$ cat src/design/event_stream_line_parser_assert.svh
// assertion helpers for the event stream line parser
`ifndef EVENT_STREAM_LINE_PARSER_ASSERT_SVH
`define EVENT_STREAM_LINE_PARSER_ASSERT_SVH

// same-cycle implication, ignored while reset is held
`define ESLP_ASSERT_IMPLY(label, clk, rst_n, ante, cons, msg) \
    label: assert property (@(posedge clk) disable iff (!rst_n) (ante) |-> (cons)) \
        else $error(msg);

// next-cycle implication, ignored while reset is held
`define ESLP_ASSERT_NEXT(label, clk, rst_n, ante, cons, msg) \
    label: assert property (@(posedge clk) disable iff (!rst_n) (ante) |=> (cons)) \
        else $error(msg);

`endif

$ cat src/design/eslp_pkg.sv
`timescale 1ns / 1ps
`default_nettype none
// ----------------------------------------------------------------------------
// eslp_pkg
// Shared constants, types and helper functions of the event stream parser.
// ----------------------------------------------------------------------------
package eslp_pkg;

    localparam int LINE_MAX    = 1024;
    localparam int EVENT_MAX   = 32;
    localparam int LINE_CNT_W  = $clog2(LINE_MAX);
    localparam int NAME_LEN_W  = $clog2(EVENT_MAX);
    localparam int NAME_ADDR_W = $clog2(EVENT_MAX - 1);
    localparam int NAME_DEPTH  = EVENT_MAX - 1;
    localparam int DLEN_W      = 24;
    localparam int Q_DEPTH     = 2;
    localparam int Q_PTR_W     = $clog2(Q_DEPTH);
    localparam int Q_CNT_W     = $clog2(Q_DEPTH + 1);

    localparam logic [LINE_CNT_W-1:0] LINE_CNT_LAST = LINE_CNT_W'(LINE_MAX - 1);
    localparam logic [NAME_LEN_W-1:0] NAME_LEN_LAST = NAME_LEN_W'(EVENT_MAX - 1);
    localparam logic [NAME_LEN_W-1:0] MSG_IDX_LAST  = NAME_LEN_W'(6);
    localparam logic [DLEN_W-1:0]     DLEN_MAX      = {DLEN_W{1'b1}};

    localparam logic [7:0] CH_COLON = 8'h3A;
    localparam logic [7:0] CH_SPACE = 8'h20;
    localparam logic [7:0] CH_CR    = 8'h0D;
    localparam logic [7:0] CH_LF    = 8'h0A;
    localparam logic [7:0] CH_D     = 8'h64;
    localparam logic [7:0] CH_E     = 8'h65;

    localparam logic [2:0] MATCH_FAIL     = 3'd7;
    localparam logic [2:0] DATA_NAME_LEN  = 3'd4;
    localparam logic [2:0] EVENT_NAME_LEN = 3'd5;

    typedef enum logic [1:0] {
        KIND_DATA = 2'd0,
        KIND_NAME = 2'd1,
        KIND_END  = 2'd2
    } t_kind;

    typedef enum logic [1:0] {
        FK_NONE  = 2'd0,
        FK_DATA  = 2'd1,
        FK_EVENT = 2'd2
    } t_field;

    typedef enum logic {
        OP_DATA     = 1'b0,
        OP_DISPATCH = 1'b1
    } t_op;

    // one queued job: a data byte, a line feed, a line feed then a data byte, or a dispatch
    typedef struct packed {
        t_op                   op;
        logic                  pre_nl;
        logic                  has_byte;
        logic [7:0]            data;
        logic [NAME_LEN_W-1:0] name_len;
        logic [DLEN_W-1:0]     total;
    } t_cmd;

    function automatic logic [7:0] data_char(input logic [1:0] idx);
        logic [7:0] ch;
        case (idx)
            2'd0:    ch = 8'h64;
            2'd1:    ch = 8'h61;
            2'd2:    ch = 8'h74;
            default: ch = 8'h61;
        endcase
        return ch;
    endfunction

    function automatic logic [7:0] event_char(input logic [2:0] idx);
        logic [7:0] ch;
        case (idx)
            3'd0:    ch = 8'h65;
            3'd1:    ch = 8'h76;
            3'd2:    ch = 8'h65;
            3'd3:    ch = 8'h6E;
            default: ch = 8'h74;
        endcase
        return ch;
    endfunction

    function automatic logic [7:0] msg_char(input logic [2:0] idx);
        logic [7:0] ch;
        case (idx)
            3'd0:    ch = 8'h6D;
            3'd1:    ch = 8'h65;
            3'd2:    ch = 8'h73;
            3'd3:    ch = 8'h73;
            3'd4:    ch = 8'h61;
            3'd5:    ch = 8'h67;
            default: ch = 8'h65;
        endcase
        return ch;
    endfunction

    function automatic logic [DLEN_W-1:0] sat_inc(input logic [DLEN_W-1:0] x);
        return (x == DLEN_MAX) ? x : x + DLEN_W'(1);
    endfunction

endpackage
`default_nettype wire

$ cat src/design/eslp_ram.sv
`timescale 1ns / 1ps
`default_nettype none
// ----------------------------------------------------------------------------
// eslp_ram
// Generic single write port, single read port RAM with registered read data.
// ----------------------------------------------------------------------------
module eslp_ram #(
    parameter int WIDTH  = 8,
    parameter int DEPTH  = 32,
    parameter int ADDR_W = $clog2(DEPTH)
) (
    input  wire logic              i_clk,
    input  wire logic              i_we,
    input  wire logic [ADDR_W-1:0] i_waddr,
    input  wire logic [WIDTH-1:0]  i_wdata,
    input  wire logic              i_re,
    input  wire logic [ADDR_W-1:0] i_raddr,
    output logic      [WIDTH-1:0]  o_rdata
);

    logic [WIDTH-1:0] r_mem [DEPTH];
    logic [WIDTH-1:0] r_rdata;

    always_ff @(posedge i_clk) begin
        if (i_we) begin
            r_mem[i_waddr] <= i_wdata;
        end
        if (i_re) begin
            r_rdata <= r_mem[i_raddr];
        end
    end

    assign o_rdata = r_rdata;

endmodule
`default_nettype wire

$ cat src/design/eslp_front.sv
`timescale 1ns / 1ps
`default_nettype none
// ----------------------------------------------------------------------------
// eslp_front
// Line parser: takes one raw byte per cycle while o_ready is high, tracks the
// field name and value, stores the event name, queues data and dispatch jobs.
// ----------------------------------------------------------------------------
module eslp_front import eslp_pkg::*; (
    input  wire logic                   i_clk,
    input  wire logic                   i_rst_n,
    input  wire logic                   i_valid,
    input  wire logic [7:0]             i_byte_req,
    output logic                        o_ready,
    input  wire logic                   i_q_full,
    output logic                        o_q_push,
    output t_cmd                        o_q_cmd,
    output logic                        o_we,
    output logic [NAME_ADDR_W-1:0]      o_waddr,
    output logic [7:0]                  o_wdata,
    input  wire logic                   i_disp_done,
    output logic                        o_busy
);

    typedef enum logic [3:0] {
        PH_START   = 4'b0001,
        PH_NAME    = 4'b0010,
        PH_VALUE   = 4'b0100,
        PH_COMMENT = 4'b1000
    } t_phase;

    t_phase                r_phase, n_phase;
    logic [LINE_CNT_W-1:0] r_line_count, n_line_count;
    logic [2:0]            r_match, n_match;
    t_field                r_field, n_field;
    logic                  r_value_started, n_value_started;
    logic                  r_saw_field, n_saw_field;
    logic                  r_pending_nl, n_pending_nl;
    logic [NAME_LEN_W-1:0] r_event_len, n_event_len;
    logic [DLEN_W-1:0]     r_total, n_total;
    logic                  r_busy, n_busy;

    logic                  accept;
    t_field                fk_fin;
    logic [DLEN_W-1:0]     tot_pre;

    assign o_ready = !i_q_full && !r_busy;
    assign o_busy  = r_busy;
    assign accept  = i_valid && o_ready;

    // field kind once the name is complete: only an exact match survives
    assign fk_fin = ((r_field == FK_DATA && r_match == DATA_NAME_LEN) ||
                     (r_field == FK_EVENT && r_match == EVENT_NAME_LEN)) ? r_field : FK_NONE;
    assign tot_pre = r_pending_nl ? sat_inc(r_total) : r_total;

    always_comb begin
        n_phase         = r_phase;
        n_line_count    = r_line_count;
        n_match         = r_match;
        n_field         = r_field;
        n_value_started = r_value_started;
        n_saw_field     = r_saw_field;
        n_pending_nl    = r_pending_nl;
        n_event_len     = r_event_len;
        n_total         = r_total;
        n_busy          = r_busy;
        o_q_push        = 1'b0;
        o_q_cmd         = '{op: OP_DATA, pre_nl: 1'b0, has_byte: 1'b0, data: i_byte_req,
                            name_len: r_event_len, total: r_total};
        o_we            = 1'b0;
        o_waddr         = r_event_len[NAME_ADDR_W-1:0];
        o_wdata         = i_byte_req;

        if (i_disp_done) begin
            n_busy = 1'b0;
        end

        if (accept && i_byte_req != CH_CR) begin
            if (i_byte_req == CH_LF) begin
                if (r_phase == PH_START) begin
                    // blank line closes the event
                    if (r_saw_field) begin
                        o_q_push     = 1'b1;
                        o_q_cmd.op   = OP_DISPATCH;
                        n_busy       = 1'b1;
                        n_event_len  = '0;
                        n_total      = '0;
                        n_pending_nl = 1'b0;
                        n_saw_field  = 1'b0;
                    end
                end else if (r_phase != PH_COMMENT) begin
                    n_saw_field = 1'b1;
                    if (r_phase == PH_NAME && fk_fin == FK_EVENT) begin
                        n_event_len = '0;
                    end
                    if ((r_phase == PH_NAME ? fk_fin : r_field) == FK_DATA) begin
                        if (r_pending_nl) begin
                            o_q_push       = 1'b1;
                            o_q_cmd.pre_nl = 1'b1;
                            n_total        = sat_inc(r_total);
                        end
                        n_pending_nl = 1'b1;
                    end
                end
                n_phase         = PH_START;
                n_line_count    = '0;
                n_match         = '0;
                n_field         = FK_NONE;
                n_value_started = 1'b0;
            end else if (r_line_count != LINE_CNT_LAST) begin
                n_line_count = r_line_count + LINE_CNT_W'(1);
                case (r_phase)
                    PH_START: begin
                        if (i_byte_req == CH_COLON) begin
                            n_phase = PH_COMMENT;
                        end else begin
                            n_phase = PH_NAME;
                            if (i_byte_req == CH_D) begin
                                n_field = FK_DATA;
                                n_match = 3'd1;
                            end else if (i_byte_req == CH_E) begin
                                n_field = FK_EVENT;
                                n_match = 3'd1;
                            end else begin
                                n_field = FK_NONE;
                                n_match = MATCH_FAIL;
                            end
                        end
                    end
                    PH_NAME: begin
                        if (i_byte_req == CH_COLON) begin
                            n_field         = fk_fin;
                            n_phase         = PH_VALUE;
                            n_value_started = 1'b0;
                            if (fk_fin == FK_EVENT) begin
                                n_event_len = '0;
                            end
                        end else if (r_match != MATCH_FAIL) begin
                            if (r_field == FK_DATA && r_match < DATA_NAME_LEN &&
                                i_byte_req == data_char(r_match[1:0])) begin
                                n_match = r_match + 3'd1;
                            end else if (r_field == FK_EVENT && r_match < EVENT_NAME_LEN &&
                                         i_byte_req == event_char(r_match)) begin
                                n_match = r_match + 3'd1;
                            end else begin
                                n_match = MATCH_FAIL;
                            end
                        end
                    end
                    PH_VALUE: begin
                        n_value_started = 1'b1;
                        // one leading space of the value is skipped
                        if (r_value_started || i_byte_req != CH_SPACE) begin
                            if (r_field == FK_DATA) begin
                                o_q_push         = 1'b1;
                                o_q_cmd.pre_nl   = r_pending_nl;
                                o_q_cmd.has_byte = 1'b1;
                                n_total          = sat_inc(tot_pre);
                                n_pending_nl     = 1'b0;
                            end else if (r_field == FK_EVENT &&
                                         r_event_len != NAME_LEN_LAST) begin
                                o_we        = 1'b1;
                                n_event_len = r_event_len + NAME_LEN_W'(1);
                            end
                        end
                    end
                    default: begin
                    end
                endcase
            end
        end
    end

    always_ff @(posedge i_clk) begin
        if (!i_rst_n) begin
            r_phase         <= PH_START;
            r_line_count    <= '0;
            r_match         <= '0;
            r_field         <= FK_NONE;
            r_value_started <= 1'b0;
            r_saw_field     <= 1'b0;
            r_pending_nl    <= 1'b0;
            r_event_len     <= '0;
            r_total         <= '0;
            r_busy          <= 1'b0;
        end else begin
            r_phase         <= n_phase;
            r_line_count    <= n_line_count;
            r_match         <= n_match;
            r_field         <= n_field;
            r_value_started <= n_value_started;
            r_saw_field     <= n_saw_field;
            r_pending_nl    <= n_pending_nl;
            r_event_len     <= n_event_len;
            r_total         <= n_total;
            r_busy          <= n_busy;
        end
    end

endmodule
`default_nettype wire

$ cat src/design/eslp_queue.sv
`timescale 1ns / 1ps
`default_nettype none
// ----------------------------------------------------------------------------
// eslp_queue
// Short job queue between the line parser and the output sequencer.
// ----------------------------------------------------------------------------
module eslp_queue import eslp_pkg::*; (
    input  wire logic i_clk,
    input  wire logic i_rst_n,
    input  wire logic i_push,
    input  wire t_cmd i_cmd,
    input  wire logic i_pop,
    output t_cmd      o_head,
    output logic      o_full,
    output logic      o_empty
);

    t_cmd               r_mem [Q_DEPTH];
    logic [Q_PTR_W-1:0] r_wptr, n_wptr;
    logic [Q_PTR_W-1:0] r_rptr, n_rptr;
    logic [Q_CNT_W-1:0] r_count, n_count;

    assign o_full  = (r_count == Q_CNT_W'(Q_DEPTH));
    assign o_empty = (r_count == '0);
    assign o_head  = r_mem[r_rptr];

    always_comb begin
        n_wptr  = r_wptr;
        n_rptr  = r_rptr;
        n_count = r_count;
        if (i_push) begin
            n_wptr = (r_wptr == Q_PTR_W'(Q_DEPTH - 1)) ? '0 : r_wptr + Q_PTR_W'(1);
        end
        if (i_pop) begin
            n_rptr = (r_rptr == Q_PTR_W'(Q_DEPTH - 1)) ? '0 : r_rptr + Q_PTR_W'(1);
        end
        if (i_push && !i_pop) begin
            n_count = r_count + Q_CNT_W'(1);
        end else if (i_pop && !i_push) begin
            n_count = r_count - Q_CNT_W'(1);
        end
    end

    always_ff @(posedge i_clk) begin
        if (i_push) begin
            r_mem[r_wptr] <= i_cmd;
        end
    end

    always_ff @(posedge i_clk) begin
        if (!i_rst_n) begin
            r_wptr  <= '0;
            r_rptr  <= '0;
            r_count <= '0;
        end else begin
            r_wptr  <= n_wptr;
            r_rptr  <= n_rptr;
            r_count <= n_count;
        end
    end

endmodule
`default_nettype wire

$ cat src/design/eslp_back.sv
`timescale 1ns / 1ps
`default_nettype none
// ----------------------------------------------------------------------------
// eslp_back
// Output sequencer: expands queued jobs into result words and drives the
// registered output stage.
// ----------------------------------------------------------------------------
module eslp_back import eslp_pkg::*; (
    input  wire logic                   i_clk,
    input  wire logic                   i_rst_n,
    input  wire t_cmd                   i_q_head,
    input  wire logic                   i_q_empty,
    output logic                        o_q_pop,
    output logic                        o_re,
    output logic [NAME_ADDR_W-1:0]      o_raddr,
    input  wire logic [7:0]             i_rdata,
    output logic                        o_disp_done,
    output logic                        o_valid,
    input  wire logic                   i_ready,
    output logic [1:0]                  o_kind,
    output logic [7:0]                  o_value,
    output logic [DLEN_W-1:0]           o_data_length,
    output logic                        o_last
);

    typedef enum logic [6:0] {
        S_IDLE = 7'b0000001,
        S_NL   = 7'b0000010,
        S_BYTE = 7'b0000100,
        S_MSG  = 7'b0001000,
        S_RD   = 7'b0010000,
        S_NAME = 7'b0100000,
        S_END  = 7'b1000000
    } t_state;

    t_state                r_state, n_state;
    t_cmd                  r_cmd, n_cmd;
    logic [NAME_LEN_W-1:0] r_idx, n_idx;

    logic                  r_o_valid, n_o_valid;
    t_kind                 r_kind, e_kind;
    logic [7:0]            r_value, e_value;
    logic [DLEN_W-1:0]     r_len, e_len;
    logic                  r_last, e_last;

    logic                  out_free;
    logic                  emit;

    assign out_free = !r_o_valid || i_ready;
    assign o_raddr  = r_idx[NAME_ADDR_W-1:0];

    always_comb begin
        n_state     = r_state;
        n_cmd       = r_cmd;
        n_idx       = r_idx;
        o_q_pop     = 1'b0;
        o_re        = 1'b0;
        o_disp_done = 1'b0;
        emit        = 1'b0;
        e_kind      = KIND_DATA;
        e_value     = 8'd0;
        e_len       = '0;
        e_last      = 1'b0;

        case (r_state)
            S_IDLE: begin
                if (!i_q_empty) begin
                    o_q_pop = 1'b1;
                    n_cmd   = i_q_head;
                    n_idx   = '0;
                    if (i_q_head.op == OP_DATA) begin
                        n_state = i_q_head.pre_nl ? S_NL : S_BYTE;
                    end else begin
                        n_state = (i_q_head.name_len == '0) ? S_MSG : S_RD;
                    end
                end
            end
            S_NL: begin
                if (out_free) begin
                    emit    = 1'b1;
                    e_value = CH_LF;
                    e_last  = !r_cmd.has_byte;
                    n_state = r_cmd.has_byte ? S_BYTE : S_IDLE;
                end
            end
            S_BYTE: begin
                if (out_free) begin
                    emit    = 1'b1;
                    e_value = r_cmd.data;
                    e_last  = 1'b1;
                    n_state = S_IDLE;
                end
            end
            S_MSG: begin
                // empty event name falls back to the default type
                if (out_free) begin
                    emit    = 1'b1;
                    e_kind  = KIND_NAME;
                    e_value = msg_char(r_idx[2:0]);
                    if (r_idx == MSG_IDX_LAST) begin
                        n_state = S_END;
                    end else begin
                        n_idx = r_idx + NAME_LEN_W'(1);
                    end
                end
            end
            S_RD: begin
                o_re    = 1'b1;
                n_state = S_NAME;
            end
            S_NAME: begin
                if (out_free) begin
                    emit    = 1'b1;
                    e_kind  = KIND_NAME;
                    e_value = i_rdata;
                    if (r_idx == r_cmd.name_len - NAME_LEN_W'(1)) begin
                        n_state = S_END;
                    end else begin
                        n_idx   = r_idx + NAME_LEN_W'(1);
                        n_state = S_RD;
                    end
                end
            end
            S_END: begin
                if (out_free) begin
                    emit        = 1'b1;
                    e_kind      = KIND_END;
                    e_len       = r_cmd.total;
                    e_last      = 1'b1;
                    o_disp_done = 1'b1;
                    n_state     = S_IDLE;
                end
            end
            default: begin
                n_state = S_IDLE;
            end
        endcase

        n_o_valid = emit ? 1'b1 : (i_ready ? 1'b0 : r_o_valid);
    end

    always_ff @(posedge i_clk) begin
        r_cmd <= n_cmd;
        r_idx <= n_idx;
        if (emit) begin
            r_kind  <= e_kind;
            r_value <= e_value;
            r_len   <= e_len;
            r_last  <= e_last;
        end
    end

    always_ff @(posedge i_clk) begin
        if (!i_rst_n) begin
            r_state   <= S_IDLE;
            r_o_valid <= 1'b0;
        end else begin
            r_state   <= n_state;
            r_o_valid <= n_o_valid;
        end
    end

    assign o_valid       = r_o_valid;
    assign o_kind        = r_kind;
    assign o_value       = r_value;
    assign o_data_length = r_len;
    assign o_last        = r_last;

endmodule
`default_nettype wire

$ cat src/design/event_stream_line_parser.sv
`timescale 1ns / 1ps
`default_nettype none
// ----------------------------------------------------------------------------
// event_stream_line_parser
// Streaming parser for the server-sent events text format, one byte a word.
// ----------------------------------------------------------------------------
// Bytes are taken at up to one per cycle while the two-entry job queue has
// room and no dispatch is in progress; each byte queues at most one job. The
// output side takes one job at a time and sends its result words in turn (a
// data job may send the line feed between data lines ahead of its byte), and
// the input stalls once the queue is full. A blank line that closes an event
// holds the input low until the end word is out: after any jobs already
// queued, the job is taken, each stored event name byte is read and then
// sent, or the default "message" name is sent, and then the end word goes
// out; backpressure on the output delays each of these words.
`include "event_stream_line_parser_assert.svh"

module event_stream_line_parser import eslp_pkg::*; (
    input  wire logic              i_clk,
    input  wire logic              i_rst_n,
    input  wire logic              i_valid,
    output logic                   o_ready,
    input  wire logic [7:0]        i_byte_req,
    output logic                   o_valid,
    input  wire logic              i_ready,
    output logic [1:0]             o_kind,
    output logic [7:0]             o_value,
    output logic [DLEN_W-1:0]      o_data_length,
    output logic                   o_last
);

    logic                   w_q_full;
    logic                   w_q_empty;
    logic                   w_q_push;
    logic                   w_q_pop;
    t_cmd                   w_q_cmd;
    t_cmd                   w_q_head;
    logic                   w_we;
    logic [NAME_ADDR_W-1:0] w_waddr;
    logic [7:0]             w_wdata;
    logic                   w_re;
    logic [NAME_ADDR_W-1:0] w_raddr;
    logic [7:0]             w_rdata;
    logic                   w_disp_done;
    logic                   w_busy;

    eslp_front u_front (
        .i_clk       (i_clk),
        .i_rst_n     (i_rst_n),
        .i_valid     (i_valid),
        .i_byte_req  (i_byte_req),
        .o_ready     (o_ready),
        .i_q_full    (w_q_full),
        .o_q_push    (w_q_push),
        .o_q_cmd     (w_q_cmd),
        .o_we        (w_we),
        .o_waddr     (w_waddr),
        .o_wdata     (w_wdata),
        .i_disp_done (w_disp_done),
        .o_busy      (w_busy)
    );

    eslp_queue u_queue (
        .i_clk   (i_clk),
        .i_rst_n (i_rst_n),
        .i_push  (w_q_push),
        .i_cmd   (w_q_cmd),
        .i_pop   (w_q_pop),
        .o_head  (w_q_head),
        .o_full  (w_q_full),
        .o_empty (w_q_empty)
    );

    // event name buffer
    eslp_ram #(
        .WIDTH  (8),
        .DEPTH  (NAME_DEPTH),
        .ADDR_W (NAME_ADDR_W)
    ) u_name_ram (
        .i_clk   (i_clk),
        .i_we    (w_we),
        .i_waddr (w_waddr),
        .i_wdata (w_wdata),
        .i_re    (w_re),
        .i_raddr (w_raddr),
        .o_rdata (w_rdata)
    );

    eslp_back u_back (
        .i_clk         (i_clk),
        .i_rst_n       (i_rst_n),
        .i_q_head      (w_q_head),
        .i_q_empty     (w_q_empty),
        .o_q_pop       (w_q_pop),
        .o_re          (w_re),
        .o_raddr       (w_raddr),
        .i_rdata       (w_rdata),
        .o_disp_done   (w_disp_done),
        .o_valid       (o_valid),
        .i_ready       (i_ready),
        .o_kind        (o_kind),
        .o_value       (o_value),
        .o_data_length (o_data_length),
        .o_last        (o_last)
    );

    `ESLP_ASSERT_IMPLY(a_end_closes, i_clk, i_rst_n, o_valid && o_kind == KIND_END, o_last && o_value == 8'd0, "end word must be last and carry zero value")
    `ESLP_ASSERT_IMPLY(a_len_only_end, i_clk, i_rst_n, o_valid && o_kind != KIND_END, o_data_length == '0, "length set on a non-end word")
    `ESLP_ASSERT_IMPLY(a_busy_stalls, i_clk, i_rst_n, w_busy, !o_ready, "input taken during dispatch")
    `ESLP_ASSERT_NEXT(a_done_frees, i_clk, i_rst_n, w_disp_done, !w_busy, "dispatch end did not release input")

endmodule
`default_nettype wire
$ cat config.mk
export PLATFORM = sky130hd
export DESIGN_NAME = event_stream_line_parser
export DESIGN_NICKNAME = d
export VERILOG_FILES = /design/src/design/eslp_pkg.sv /design/src/design/eslp_ram.sv /design/src/design/eslp_front.sv /design/src/design/eslp_queue.sv /design/src/design/eslp_back.sv /design/src/design/event_stream_line_parser.sv
export VERILOG_INCLUDE_DIRS = /design/src /design/src/design
export SDC_FILE = /design/constraint.sdc
export NUM_CORES = 1
export LEC_CHECK = 0
export ABC_AREA = 1
export BUFFER_PORTS_ARGS = -buffer_cell sky130_fd_sc_hd__buf_2
export CAP_MARGIN = 20
export CORE_MARGIN = 4
export CORE_UTILIZATION = 57
export CTS_CLUSTER_DIAMETER = 200
export DETAILED_ROUTE_END_ITERATION = 16
export PLACE_DENSITY = 0.84
export SLEW_MARGIN = 20
export SYNTH_ARGS = -nofsm -noshare
export SYNTH_HDL_FRONTEND = slang
export SYNTH_HIERARCHICAL = 1
export SYNTH_SLANG_ARGS = --single-unit
export TNS_END_PERCENT = 100
$ cat constraint.sdc
create_clock -name i_clk -period 3.6 [get_ports i_clk]
set_input_delay 0.18 -clock i_clk [delete_from_list [all_inputs] [get_ports i_clk]]
set_output_delay 0.18 -clock i_clk [all_outputs]
set_load 0.1 [all_outputs]
After elaboration in Yosys (flattened, before gate mapping) --
Memory sizes are Yosys's and may differ from the RTL's. A register that Yosys moved wholly into a read port is not among the register bits. Index checks and enable logic that the tools add are counted. W data, S select, Z words.
Storage, ports and cells: register bits after elaboration 142, latch bits 0, bits in writable memories 328, bits in read-only memories 0, input port bits 12, output and inout port bits 37, memories 2
Cells by class: add/subtract/negate cells 11, multipliers 0, divide/modulo/power cells 0, $lt $le $gt $ge 2, equal/unequal tests 61, shift-type cells 0, mux-type cells 160, bitwise logic cells 1, reduce and logical (&&, ||, !) cells 54
Memory list:
- u_name_ram.r_mem | words 31, bits a word 8, rd ports 1, clocked after memory_dff 1, wr ports 1, RTL line eslp_ram.sv:21 | logic [WIDTH-1:0] r_mem [DEPTH];
- u_queue.r_mem | words 2, bits a word 40, rd ports 1, clocked after memory_dff 1, wr ports 1, RTL line eslp_queue.sv:18 | t_cmd r_mem [Q_DEPTH];
Operator list (count):
- $mux W24 | 12
- $mux W8 | 16
- $mux W5 | 17
- $mux W1 | 60
- $mux W7 | 8
- $add A24 B1 Y24 const B | 2
- $eq A24 B24 Y1 const B | 2
- $pmux W7 S6 | 1
- $mux W3 | 12
- $pmux W8 S4 | 1
- $mux W2 | 15
- $pmux W5 S3 | 2
- $ne A3 B2 Y1 const B | 7
- $mux W10 | 2
- $mux W4 | 5
- $pmux W5 S2 | 2
- $pmux W5 S4 | 1
- $reduce_and A6 Y1 | 3
- $eq A8 B7 Y1 const B | 2
- $eq A8 B8 Y1 | 2
- $reduce_bool A2 Y1 | 7
- $logic_and A1 B1 Y1 | 13
- $eq A3 B2 Y1 const B | 4
- $eq A3 B3 Y1 const B | 4
- other kinds (53) | 89

Depth between registers and ports, before layout --
Gate-level depths: netlist (run 1).
depth in word-level cells 26, mapped depth 21, depth with buffers taken out 21

Modules after synthesis --
The synthesis (run 1) kept the hierarchy.
By module, submodules not included:
- eslp_ram | instances 1, cells an instance 887, area each 10372.4 sq um, seq. area each 7687.4 sq um
- eslp_front | instances 1, cells an instance 820, area each 4833.4 sq um, seq. area each 1041.0 sq um
- eslp_back | instances 1, cells an instance 336, area each 3661.0 sq um, seq. area each 2502.4 sq um
- eslp_queue | instances 1, cells an instance 159, area each 3125.5 sq um, seq. area each 2502.4 sq um

Worst setup path after synthesis (run 1) --
No wires, ideal clock.
path type reg2reg, start register u_queue.r_count[1], end memory u_queue/r_mem[0][0] (netlist name), enable pin, library setup time 0.438 ns, arrival 4.410 ns, data required time 3.162 ns, slack -1.248 ns, stages on the path, launching flop included 14, buffers on the path 0, period minus slack after synthesis 4.848 ns, path through dfxtp_1 inv_1 nor2_1 nor2_1 nand2_1 nor2_1 nand2_1 nor2_1 inv_1 nor2_1 a41oi_1 nand2_1 inv_1 nor2_1
Between the ends: word-level cells in the longest chain between the ends 8
Ends and longest elaborated chain:
- start, declared | RTL line eslp_queue.sv:21 | logic [Q_CNT_W-1:0] r_count, n_count;
- start signal, assigned | RTL line eslp_queue.sv:58 | r_count <= n_count;
- $eq A2 B2 Y1 | RTL line eslp_queue.sv:23 | assign o_full = (r_count == Q_CNT_W'(Q_DEPTH));
- named net w_q_full | RTL line event_stream_line_parser.sv:32 | logic w_q_full;
- $logic_not A1 Y1 | RTL line eslp_front.sv:46 | assign o_ready = !i_q_full && !r_busy;
- $logic_and A1 B1 Y1 | RTL line eslp_front.sv:46
- named net o_ready | RTL line event_stream_line_parser.sv:22 | output logic o_ready,
- $logic_and A1 B1 Y1 | RTL line eslp_front.sv:48 | assign accept = i_valid && o_ready;
- $logic_and A1 B1 Y1 | RTL line eslp_front.sv:77 | if (accept && i_byte_req != CH_CR) begin
- $mux W1 | RTL line eslp_front.sv:77
- named net w_q_push | RTL line event_stream_line_parser.sv:34 | logic w_q_push;
- $mux W1 | RTL line eslp_queue.sv:45 | if (i_push) begin
- $mux W1 (not written as such) | RTL line eslp_queue.sv:46 | r_mem[r_wptr] <= i_cmd;
- end, declared | RTL line eslp_queue.sv:18
The timed path passes the listed nets, and every way through them passes these cells.

Worst setup path in the final report (run 1) --
start register u_front.r_total[0], end register u_front.r_total[14]
Between the ends: word-level cells in the longest chain between the ends 10, elaborated cells on any way between the ends 15
Ends and longest elaborated chain:
- start, declared | RTL line eslp_front.sv:39 | logic [DLEN_W-1:0] r_total, n_total;
- start signal, assigned | RTL line eslp_front.sv:194 | r_total <= n_total;
- $add A24 B1 Y24 / $eq A24 B24 Y1 (equally long branches) | RTL line eslp_pkg.sv:101 | return (x == DLEN_MAX) ? x : x + DLEN_W'(1);
- $mux W24 | RTL line eslp_pkg.sv:101
- $mux W24 * | RTL line eslp_front.sv:96 | if (r_pending_nl) begin
- $add A24 B1 Y24 / $eq A24 B24 Y1 (equally long branches) | RTL line eslp_pkg.sv:101
- $mux W24 | RTL line eslp_pkg.sv:101
- $mux W24 | RTL line eslp_front.sv:153 | if (r_field == FK_DATA) begin
- $mux W24 | RTL line eslp_front.sv:152 | if (r_value_started || i_byte_req != CH_SPACE) begin
- $mux W24 | RTL line eslp_front.sv:111 | case (r_phase)
- $mux W24 | RTL line eslp_front.sv:109 | end else if (r_line_count != LINE_CNT_LAST) begin
- $mux W24 * | RTL line eslp_front.sv:78 | if (i_byte_req == CH_LF) begin
Every way passes the cells marked *; elsewhere a longest branch is shown, timed or not. The select of a mux whose other input is x is not followed. A chain may end at the register's enable or synchronous reset.

==> impl_results.md, run 1 <==
- Leak pwr: 9.31 nW
- Reg2reg start: u_front/r_total[0]
- Worst Skew: 14.3 ps
- Synth top cells by count: nand2_1, edfxtp_1, nand3_1
- Yosys cell types: 48
- Drt pass-1 iters: 6
- Antenna Nets Post-Route: 0
- Crit path time final: 3080 ps
- Final setup violation count: 0
- Area of the die: 0.0418 mm2
- Peak supply drop: 0.000498 V
- Largest net degree at the start of global routing: 124
- Initial DRC count: 2451
- Top post-synthesis cells by area: edfxtp_1, nand2_1, nand3_1
- Core Region: 0.0378 mm2
- Worst setup EP type: flip-flop
- Hold-critical path depth: 2
- Sequential-to-total area share from yosys stat: 62.4%
- Internal power: 10.4 mW
- Die height: 204 um
- Post-DP HPWL: 33300 um
- Final #Nets: 2295
- Vias: 16500
- CP dominant cell by count: nand2_1
- Sw Share: 36.2%
- Number of synthesized flops with an enable pin: 414
- Syn-to-layout area delta: 10.6%
- Power Dens Cells: 670 mW/mm2
- Count leader, synth: nand2_1
- Wire per inst: 18.9 um
- Setup ws final: 518 ps
- Synth area leader: edfxtp_1
- Yosys warns: 6
- Critical path arrival: 3530 ps
- Row count: 71
- Worst path depth: 18
- Asr flop ratio synth: 0%
- Buffer and inverter count on the worst path: 1
- Ant diodes: 0
- Flop2flop setup slack: 520 ps
- Status: complete, no violations
- Synth Cell Area: 0.0220 mm2
- Crit Path Max Fanout: 23
- Worst r2r dst: u_front/r_total[14]
- Share of the synthesized area in the top cell type: 56.5%
- Combinational share of power: 30.1%
- Number of max-cap violations: 0
- Vias in the first global route: 16000
- Origin of the worst min-delay path: i_rst_n
- Root Buffer: clkbuf_16
- Final worst-path cycle share: 85.6%
- Post-route DRC violation count: 0
- Fillcell total: 2762
- CTS Buf Count: 47
- Total Power: 16.3 mW
- Skew-Pair Late Insertion Delay: 570 ps
- Antenna violations before repair: 1
- RSZ-0062 raised after global routing: false
- WL final: 53200 um
- Switch Pwr: 5.89 mW
- Area of the multi-input gates: 0.00699 mm2
- GPL Wtd Cong: 0.964
- Global-route wire length before repair: 84700 um
- Synth Flop Type: edfxtp_1
- PortBufs: 48
- Clk sinks: 479
- Layout cell share with drive strength beyond 1: 12.9%
- Fmax: 324 MHz
- Slew HR: 30.6%
- Initial Util: 58.1%
- Delay-heaviest family, CP: simple AND/OR/NAND/NOR gates
- Via density: 5.88
- Setup TNS: 0 ps
- WS Path Type: reg -> reg
- Pre-CTS WS: 601 ps
- Clk pwr share: 28.8%
- CTS H-tree lvls: 2
- Setup crit start kind: flip-flop
- Chip Width: 204 um
- Gr usage total: 25.3%
- Remaining Overflow, GRT: 0
- Synth Instances: 2202
- Avg Cell Area, Syn: 9.99 um2
- Required @ worst endpoint: 4050 ps
- Final Hold Viols: 0
- Max Slew Vio Count: 0
- Slowest cell delay on critical path: 500 ps
- CTS tree: built
- Flop pwr share: 41.1%
- Syn nets: 2232
- Hold Crit Class: in -> reg
- Reg area: 0.0137 mm2
- Clock tree buffer depth: 3
- R2r worst-path depth: 18
- Slowest CP cell: dfxtp_1
- #FFs+latches synth: 479
- Hold Path End: u_back/r_state[0]
- Clock-pin transition on the worst setup and hold timing paths: 60 ps
- Slew @ Worst Pin: 1040 ps
- Critical-path cell list: ha_1 -> inv_1 -> nor2_1 -> nand2_2 -> nor2_4 -> nand2_4 -> nand2_2 -> nand2_1 -> nand2_1 -> nand2_1 -> nor2_2 -> nand3_4 -> nor2_4 -> nand2_4 -> nand3_1 -> nand2_1 -> nand3_1 -> a21oi_1
- # IOs: 49
## area by class of cell
class / count / area share [%]
clock buffer: 60 / 5.12
clock inverter: 27 / 0.915
inverter: 187 / 2.94
multi-input combinational: 1439 / 28.8
sequential: 479 / 56.5
tap: 511 / 2.63
timing repair buffer: 111 / 3.19
## sequential cells by signal (all words and copies together), names as in the netlist, 7 cells and up, named ones only
| register | flops |
|---|---|
| u_back/r_cmd | 38 |
| u_front/r_total | 24 |
| u_name_ram/o_rdata | 8 |
| u_name_ram/r_mem | 248 |
| u_back/o_data_length | 24 |
| u_front/r_line_count | 10 |
| u_back/o_value | 8 |
| u_queue/r_mem | 80 |
| u_back/r_state | 7 |
## worst reg2reg max path, cell delays in order, from the launching register on
cell and delay (ps):
dfxtp_1 500, ha_1 270, inv_1 90, nor2_1 130, nand2_2 80, nor2_4 200
nand2_4 200, nand2_2 160, nand2_1 60, nand2_1 100, nand2_1 110, nor2_2 260
nand3_4 120, nor2_4 150, nand2_4 170, nand3_1 140, nand2_1 60, nand3_1 80
a21oi_1 80
## stage by stage
| stage | utilization (%) | hold slack [ps] | instances | cell area [um2] |
|---|---|---|---|---|
| finish | 64.3 | 97.6 | 2814 | 24300 |
| global route | 64.3 | 102 | 2814 | 24300 |
| CTS | 64.2 | 64.8 | 2813 | 24300 |
| detailed placement | 60.3 | 464 | 2724 | 22800 |
| global placement | 60.3 | 437 | 2724 | 22800 |
| floorplan | - | 264 | 2202 | 22000 |
## timing repair
item                      4_1_cts  5_1_grt
hold buffers                    2        0
gates resized for setup         0        0
buffers inserted                0        0
hold endpoints to repair        8        0
## worst max-delay path by stage
stage                                to  slack, ps               start
floorplan           u_queue/r_mem[1][0]        170  u_queue/r_count[1]
global placement    u_front/r_total[12]        750  u_front/r_total[0]
detailed placement  u_front/r_total[14]        600  u_front/r_total[0]
CTS                 u_front/r_total[14]        540  u_front/r_total[0]
global route        u_front/r_total[14]        340  u_front/r_total[0]
finish              u_front/r_total[14]        520  u_front/r_total[0]
## cells by family after synthesis
kind of cell,share of synthesized area (%)
buf+inv,5.83
simple gates,24.7
compound gates,3.35
flops,62.4
mux,2.05
fa+ha+maj,1.02
xor+xnor,0.597
## routing by layer
metal,vias to the layer above,share of wire [%],global-route usage [%]
met3,150,11,4.82
li1,7568,-,-
met4,2,2.9,7.71
met5,-,0.017,0
met1,7760,38,34.7
met2,1064,47,41.5
## layout by cell type, fill, tap and decap left out, drive strengths merged
master / instances
bufinv: 4
a31oi: 7
a21oi: 56
dfxtp: 65
clkinv: 20
xnor2: 3
a41oi: 1
nor3b: 2
nand4: 24
nand2: 639
nor3: 20
or2: 2
edfxtp: 414
o211a: 1
nor4: 3
o211ai: 4
o31ai: 4
o2111ai: 3
inv: 186
o21bai: 1
nand3b: 4
clkinvlp: 4
nor2: 217
and2: 1
nand3: 321
a211oi: 5
o21ai: 47
dlygate4sd3: 2
clkbuf: 60
o21a: 1
and3: 2
o311ai: 1
buf: 109
ha: 18
mux2: 40
xor2: 12
## power by group through the flow
stage	Sequential (mW)	Combinational [mW]	Clock (mW)
global placement	6.77	4.55	0
CTS	6.68	4.78	4.75
detailed placement	6.79	4.72	0
floorplan	7.11	3.15	0
global route	6.71	5.33	5.02
finish	6.69	4.90	4.70
Note: power is estimated with default switching activity, not from simulation.
==> inputs of run 2 (changes only) <==
--- a/config.mk
+++ b/config.mk
@@ -15,5 +15,4 @@
 export DETAILED_ROUTE_END_ITERATION = 16
 export PLACE_DENSITY = 0.84
-export SLEW_MARGIN = 20
 export SYNTH_ARGS = -nofsm -noshare
 export SYNTH_HDL_FRONTEND = slang
==> constraint.sdc (replaced) <==
create_clock -name i_clk -period 3.6 [get_ports i_clk]
set_input_delay 0.54 -clock i_clk [delete_from_list [all_inputs] [get_ports i_clk]]
set_output_delay 0.54 -clock i_clk [all_outputs]
set_load 0.1 [all_outputs]
==> run 2 against run 1 <==
Against the previous run:
- wire length down 3.5%
- sequential share of layout area about the same
- core utilization about the same
- largest cell class unchanged
==> impl_results.md, run 2 (synthesized netlist as in run 1, its figures left out) <==
- Switch Pwr: 5.88 mW (was 5.89 mW)
- Crit path from: u_front/r_total[0] (unchanged)
- Remaining Overflow, GRT: 0 (unchanged)
- Sw Share: 35.8% (was 36.2%)
- Clk sinks: 479 (unchanged)
- Combinational share of power: 29.6% (was 30.1%)
- Final Hold Viols: 0 (unchanged)
- CTS tree: built (unchanged)
- Antenna violations before repair: 0 (was 1)
- Final worst-path cycle share: 88.2% (was 85.6%)
- Slew @ Worst Pin: 1080 ps (was 1040 ps)
- Number of max-cap violations: 0 (unchanged)
- Initial DRC count: 1946 (was 2451)
- Final Util: 64.3% (about the same)
- Setup TNS: 0 ps (unchanged)
- Syn-to-layout area delta: 10.6% (about the same)
- Die height: 204 um (unchanged)
- Setup crit start kind: flip-flop (unchanged)
- Max reg flops: 248 (unchanged)
- Final setup violation count: 0 (unchanged)
- Worst r2r dst: u_front/r_total[19] (was u_front/r_total[14])
- Worst Skew: 15.8 ps (was 14.3 ps)
- Largest regs: u_name_ram/r_mem: 248 flops, u_queue/r_mem: 80 flops, u_back/r_cmd: 38 flops (unchanged)
- Skew-Pair Late Insertion Delay: 580 ps (was 570 ps)
- Worst setup EP type: flip-flop (unchanged)
- Fmax: 315 MHz (was 324 MHz)
- Post-CTS Resized: 0 (unchanged)
- Fillcell total: 2735 (was 2762)
- Status: complete, no violations (unchanged)
- Initial Util: 58.1% (unchanged)
- GPL Wtd Cong: 0.876 (was 0.964)
- Vias: 16200 (was 16500)
- # IOs: 49 (unchanged)
- Drt pass-1 iters: 6 (unchanged)
- Commonest non-fill, non-tap cells in the layout: nand2_1, edfxtp_1, nand3_1 (unchanged)
- Post-route DRC violation count: 0 (unchanged)
- Crit path capture: u_front/r_total[19] (was u_front/r_total[14])
- Vias in the first global route: 15700 (was 16000)
- Post-DP HPWL: 32100 um (was 33300 um)
- Antenna Nets Post-Route: 0 (unchanged)
- Root Buffer: clkbuf_16 (unchanged)
- Reg2reg start: u_front/r_total[0] (unchanged)
- Clk pwr share: 29.7% (was 28.8%)
- Flop2flop setup slack: 420 ps (was 520 ps)
- Setup bufs post-CTS: 0 (unchanged)
- Max Slew Vio Count: 0 (unchanged)
- Slew HR: 28.1% (was 30.6%)
- Area of the die: 0.0418 mm2 (unchanged)
- Wire per inst: 18.3 um (was 18.9 um)
- Clock-pin transition on the worst setup and hold timing paths: 60 ps (about the same)
- Clock tree buffer depth: 3 (unchanged)
- Peak supply drop: 0.000590 V (was 0.000498 V)
- Global-route wire length before repair: 82000 um (was 84700 um)
- WS Path Type: reg -> reg (unchanged)
- Flop pwr share: 40.7% (was 41.1%)
- Ant diodes: 0 (unchanged)
- Commonest non-fill, non-tap cell in the layout: nand2_1 (unchanged)
- Via density: 5.77 (was 5.88)
- R2r worst-path depth: 17 (was 18)
- Biggest register: u_name_ram/r_mem (unchanged)
- WL final: 51300 um (was 53200 um)
- Final #Nets: 2288 (was 2295)
- CTS H-tree lvls: 2 (unchanged)
- Internal power: 10.5 mW (was 10.4 mW)
- CTS Buf Count: 47 (unchanged)
- Cell count after placement: 2720 (was 2724)
- Required @ worst endpoint: 4080 ps (was 4050 ps)
- Layout cell share with drive strength beyond 1: 13.0% (was 12.9%)
- Largest net degree at the start of global routing: 123 (was 124)
- Power Dens Cells: 675 mW/mm2 (was 670 mW/mm2)
- Hold Crit Class: in -> reg (unchanged)
- Chip Width: 204 um (unchanged)
- Gr usage total: 24.4% (was 25.3%)
- Core Region: 0.0378 mm2 (unchanged)
- Leak pwr: 9.33 nW (was 9.31 nW)
- Row count: 71 (unchanged)
- Crit Path Max Fanout: 23 (unchanged)
- Non-Filler Instances: 2807 (was 2814)
- RSZ-0062 raised after global routing: false (unchanged)
- Critical path arrival: 3660 ps (was 3530 ps)
- PortBufs: 48 (unchanged)
- Hold buffers post-CTS: 0 (was 2)
- Crit path time final: 3180 ps (was 3080 ps)
## run 2: cell count changes in the layout (fill, tap and decap cells not counted), sizes merged
cell | before | now
clkinv | 20 | 19
dlygate4sd3 | 2 | 0
buf | 109 | 104
clkbuf | 60 | 62
clkinvlp | 4 | 1
inv | 186 | 188
## run 2: worst min-delay path by stage
stage | slack [ps] | start | end | depth (start not counted)
2_1_floorplan | 420 | u_front/r_line_count[9] | u_front/r_line_count[9] | 1
3_3_place_gp | 430 | u_front/r_line_count[9] | u_front/r_line_count[9] | 1
3_5_place_dp | 440 | u_front/r_line_count[9] | u_front/r_line_count[9] | 1
6_report | 350 | i_ready | u_back/o_kind[0] | 3
5_1_grt | 360 | i_ready | u_back/o_kind[1] | 3
4_1_cts | 330 | i_ready | u_back/o_kind[1] | 3
## run 2: cell type report
cell class | count | area (um2) | area share, %
clock buffers | 62 | 1310 | 5.36
clock inverters | 25 | 256 | 1.05
repair buffers | 104 | 686 | 2.82
well taps | 511 | 639 | 2.63
multi-input cells | 1439 | 6990 | 28.7
flip-flops and latches | 479 | 13700 | 56.4
inverters | 187 | 716 | 2.94
## run 2: per-stage QoR
stage | setup slack, ps | area [um2] | total power, mW | hold slack (ps)
floorplan | 174 | 22000 | 10.3 | 423
global placement | 555 | 22800 | 11.3 | 434
detailed placement | 403 | 22800 | 11.5 | 442
CTS | 482 | 24300 | 16.4 | 330
global route | 118 | 24300 | 17.2 | 356
finish | 423 | 24300 | 16.4 | 350
## run 2: metal layers
metal	share of wire [%]	GRT usage, %	vias to the layer above	routed length [um]
met5	0	0	-	0
met4	2.8	7.68	0	1440
met3	10	4.51	120	5250
met2	47	39.1	897	24100
met1	40	34.4	7636	20500
li1	-	-	7556	-
## run 2: worst max-delay path, cell delays in order, from the launching register on
cell	delay, ps
dfxtp_1	500
ha_1	270
inv_1	80
nor2_1	130
nand2_2	80
nor2_4	200
nand2_4	210
nand2_2	160
nand2_1	60
nand2_1	130
nand3_1	180
nor2_2	260
nand3_1	150
nor2_1	260
nand3_2	120
nand2_1	80
nand3_1	70
a21oi_1	150
## run 2: power by group through the flow
stage	combinational, mW	clock [mW]	sequential (mW)
floorplan	3.15	0	7.11
global placement	4.51	0	6.77
detailed placement	4.70	0	6.79
CTS	4.75	4.93	6.67
global route	5.29	5.20	6.70
finish	4.86	4.88	6.68
==> inputs of run 3 (changes only) <==
Settings changed: CELL_PAD_IN_SITES_DETAIL_PLACEMENT set to 1, CELL_PAD_IN_SITES_GLOBAL_PLACEMENT set to 1, CORE_UTILIZATION 57 to 47, CTS_BUF_LIST set to sky130_fd_sc_hd__clkbuf_4 sky130_fd_sc_hd__clkbuf_8, PLACE_DENSITY 0.84 to 0.87.
==> run 3 against run 2 <==
Against the previous run:
- maximum frequency down 4.5%
- flip-flop and latch count stayed put
- design area increased by 0.42%
- clock-buffer cell count is 42 higher
- wire length up 27%
- core utilization down 11 points
- combinational power is 7.4% higher
- critical path depth shrank 4
- via count up 5.2%
- worst hold slack worse by 46 ps
- clock skew is 21 ps higher
- largest cell class unchanged
==> impl_results.md, run 3 (synthesized netlist as in run 1, its figures left out) <==
- Status: complete, no violations (unchanged)
- Area of the die: 0.0503 mm2 (was 0.0418 mm2)
- Number of max-cap violations: 0 (unchanged)
- Commonest non-fill, non-tap cells in the layout: nand2_1, edfxtp_1, nand3_1 (unchanged)
- Peak supply drop: 0.000464 V (was 0.000590 V)
- Flop2flop setup slack: 270 ps (was 420 ps)
- CTS tree: built (unchanged)
- Origin of the worst min-delay path: i_ready (unchanged)
- PortBufs: 48 (unchanged)
- Setup TNS: 0 ps (unchanged)
- Setup ws final: 274 ps (was 423 ps)
- Slew HR: 38.6% (was 28.1%)
- Initial Util: 48.0% (was 58.1%)
- GR Util met3: 3.81% (was 4.51%)
- RSZ-0062 raised after global routing: false (unchanged)
- Final #Nets: 2320 (was 2288)
- Leak pwr: 9.39 nW (was 9.33 nW)
- Hold-critical path depth: 3 (unchanged)
- Post-route DRC violation count: 0 (unchanged)
- Root Buffer: clkbuf_8 (was clkbuf_16)
- Antenna Nets Post-Route: 0 (unchanged)
- Reg2reg start: u_queue/r_count[0] (was u_front/r_total[0])
- Fmax: 301 MHz (was 315 MHz)
- Core Region: 0.0458 mm2 (was 0.0378 mm2)
- CTS H-tree lvls: 3 (was 2)
- Biggest register: u_name_ram/r_mem (unchanged)
- Die height: 224 um (was 204 um)
- Slowest CP cell: inv_1 (was dfxtp_1)
- Largest regs: u_name_ram/r_mem: 248 flops, u_queue/r_mem: 80 flops, u_back/r_cmd: 38 flops (unchanged)
- Layout cell share with drive strength beyond 1: 15.1% (was 13.0%)
- Setup crit start kind: flip-flop (unchanged)
- Total Power: 16.5 mW (was 16.4 mW)
- Slowest cell delay on critical path: 570 ps (was 500 ps)
- Max Slew Vio Count: 0 (unchanged)
- GPL Wtd Cong: 0.854 (was 0.876)
- Worst r2r dst: u_queue/r_mem[1][14] (was u_front/r_total[19])
- R2r worst-path depth: 13 (was 17)
- Critical path arrival: 3640 ps (was 3660 ps)
- Clock-pin transition on the worst setup and hold timing paths: 60 ps (about the same)
- Largest net degree at the start of global routing: 123 (unchanged)
- Vias: 17000 (was 16200)
- Required @ worst endpoint: 3910 ps (was 4080 ps)
- Met2 usage: 42.9% (was 39.1%)
- Worst setup EP type: flip-flop (unchanged)
- Remaining Overflow, GRT: 0 (unchanged)
- Post-DP HPWL: 42500 um (was 32100 um)
- Final worst-path cycle share: 92.4% (was 88.2%)
- Final Hold Viols: 0 (unchanged)
- Slew @ Worst Pin: 918 ps (was 1080 ps)
- Drt pass-1 iters: 5 (was 6)
- M1 GR Usage: 33.9% (was 34.4%)
- Syn-to-layout area delta: 11.1% (was 10.6%)
- Critical-path cell list: nor2_1 -> nor2_2 -> nand2_1 -> nor2_1 -> nand2_1 -> nor2_1 -> inv_1 -> nor2_1 -> a41oi_1 -> nand2_1 -> nand2_1 -> inv_1 -> buf_12 (was ha_1 -> inv_1 -> nor2_1 -> nand2_2 -> nor2_4 -> nand2_4 -> nand2_2 -> nand2_1 -> nand2_1 -> nand3_1 -> nor2_2 -> nand3_1 -> nor2_1 -> nand3_2 -> nand2_1 -> nand3_1 -> a21oi_1)
- WS Path Type: reg -> reg (unchanged)
- WL final: 65200 um (was 51300 um)
- Wire per inst: 22.1 um (was 18.3 um)
- Final setup violation count: 0 (unchanged)
- Vias in the first global route: 18100 (was 15700)
- # IOs: 49 (unchanged)
- Via density: 5.78 (was 5.77)
- Crit Path Max Fanout: 26 (was 23)
- Gr usage total: 25.5% (was 24.4%)
- Pre-CTS WS: -48.4 ps (was 403 ps)
- Skew-Pair Late Insertion Delay: 650 ps (was 580 ps)
- Worst Skew: 36.3 ps (was 15.8 ps)
- Hold slack: 304 ps (was 350 ps)
- CTS Buf Count: 77 (was 47)
- Hold Path End: u_back/o_kind[0] (unchanged)
- Crit path time final: 3330 ps (was 3180 ps)
- Row count: 78 (was 71)
- Commonest non-fill, non-tap cell in the layout: nand2_1 (unchanged)
- Clock tree buffer depth: 3 (unchanged)
- Hold Crit Class: in -> reg (unchanged)
- Global-route wire length before repair: 101000 um (was 82000 um)
- Clk sinks: 479 (unchanged)
- Initial DRC count: 1799 (was 1946)
- Power Dens Cells: 676 mW/mm2 (was 675 mW/mm2)
- Antenna violations before repair: 0 (unchanged)
- Busiest grt layer: met2 (unchanged)
- Ant diodes: 0 (unchanged)
- Chip Width: 224 um (was 204 um)
- Max reg flops: 248 (unchanged)
- Setup bufs post-CTS: 0 (unchanged)
-- run 3: cell count changes in the layout (fill, tap and decap cells not counted), sizes merged --
cell      delta
clkinvlp     +1
inv          -2
bufinv       -2
clkinv      +12
clkbuf      +42
buf          +2
-- run 3: worst max-delay path by stage --
| stage | startpoint | end | slack [ps] | depth (start not counted) |
|---|---|---|---|---|
| 6_report | u_queue/r_count[0] | u_queue/r_mem[1][14] | 270 | 13 |
| 5_1_grt | u_front/r_total[0] | u_front/r_total[19] | 100 | 17 |
| 4_1_cts | u_queue/r_count[0] | u_queue/r_mem[0][21] | 180 | 12 |
| 3_5_place_dp | i_byte_req[7] | u_queue/r_mem[0][19] | -50 | 13 |
| 3_3_place_gp | i_byte_req[7] | u_queue/r_mem[0][21] | 200 | 13 |
| 2_1_floorplan | u_queue/r_count[1] | u_queue/r_mem[1][0] | 170 | 13 |
-- run 3: critical path: cells and delay by family (launching register included) --
family	cells	cell delay, ps
AO/OA/AOI/OAI	1	130
AND/OR/NAND/NOR	9	1520
flip-flops	1	400
buffers and inverters	3	930
-- run 3: layout make-up --
type / count / area [um2]
tap: 600 / 751
clock inverter: 34 / 196
clock buffer: 104 / 1280
multi-input combinational: 1439 / 6990
sequential: 479 / 13700
inverter: 187 / 716
fill: 5062 / 21300
timing repair buffer: 106 / 758
-- run 3: per-layer routing --
metal,part of all wire [%],routed length (um),vias up
met5,0,0,-
met2,49,31900,785
li1,-,-,7620
met4,3.1,2040,0
met3,6.9,4470,156
met1,41,26800,8488
-- run 3: report_power, final --
part	switching, mW	internal, mW
clock	2.17	2.39
sequential	0.268	6.46
combinational	3.90	1.32
-- run 3: stage by stage --
| stage | utilization, % | instances | instance area (um2) |
|---|---|---|---|
| finish | 53.4 | 2949 | 24400 |
| global route | 53.4 | 2949 | 24400 |
| CTS | 53.3 | 2948 | 24400 |
| detailed placement | 50.1 | 2810 | 22900 |
| global placement | 50.0 | 2809 | 22900 |
| floorplan | - | 2202 | 22000 |
-- run 3: timing repair --
action | in CTS | in global routing
gates resized for setup | 0 | 2
hold buffers | 0 | 0
endpoints found under the setup margin | 0 | 9
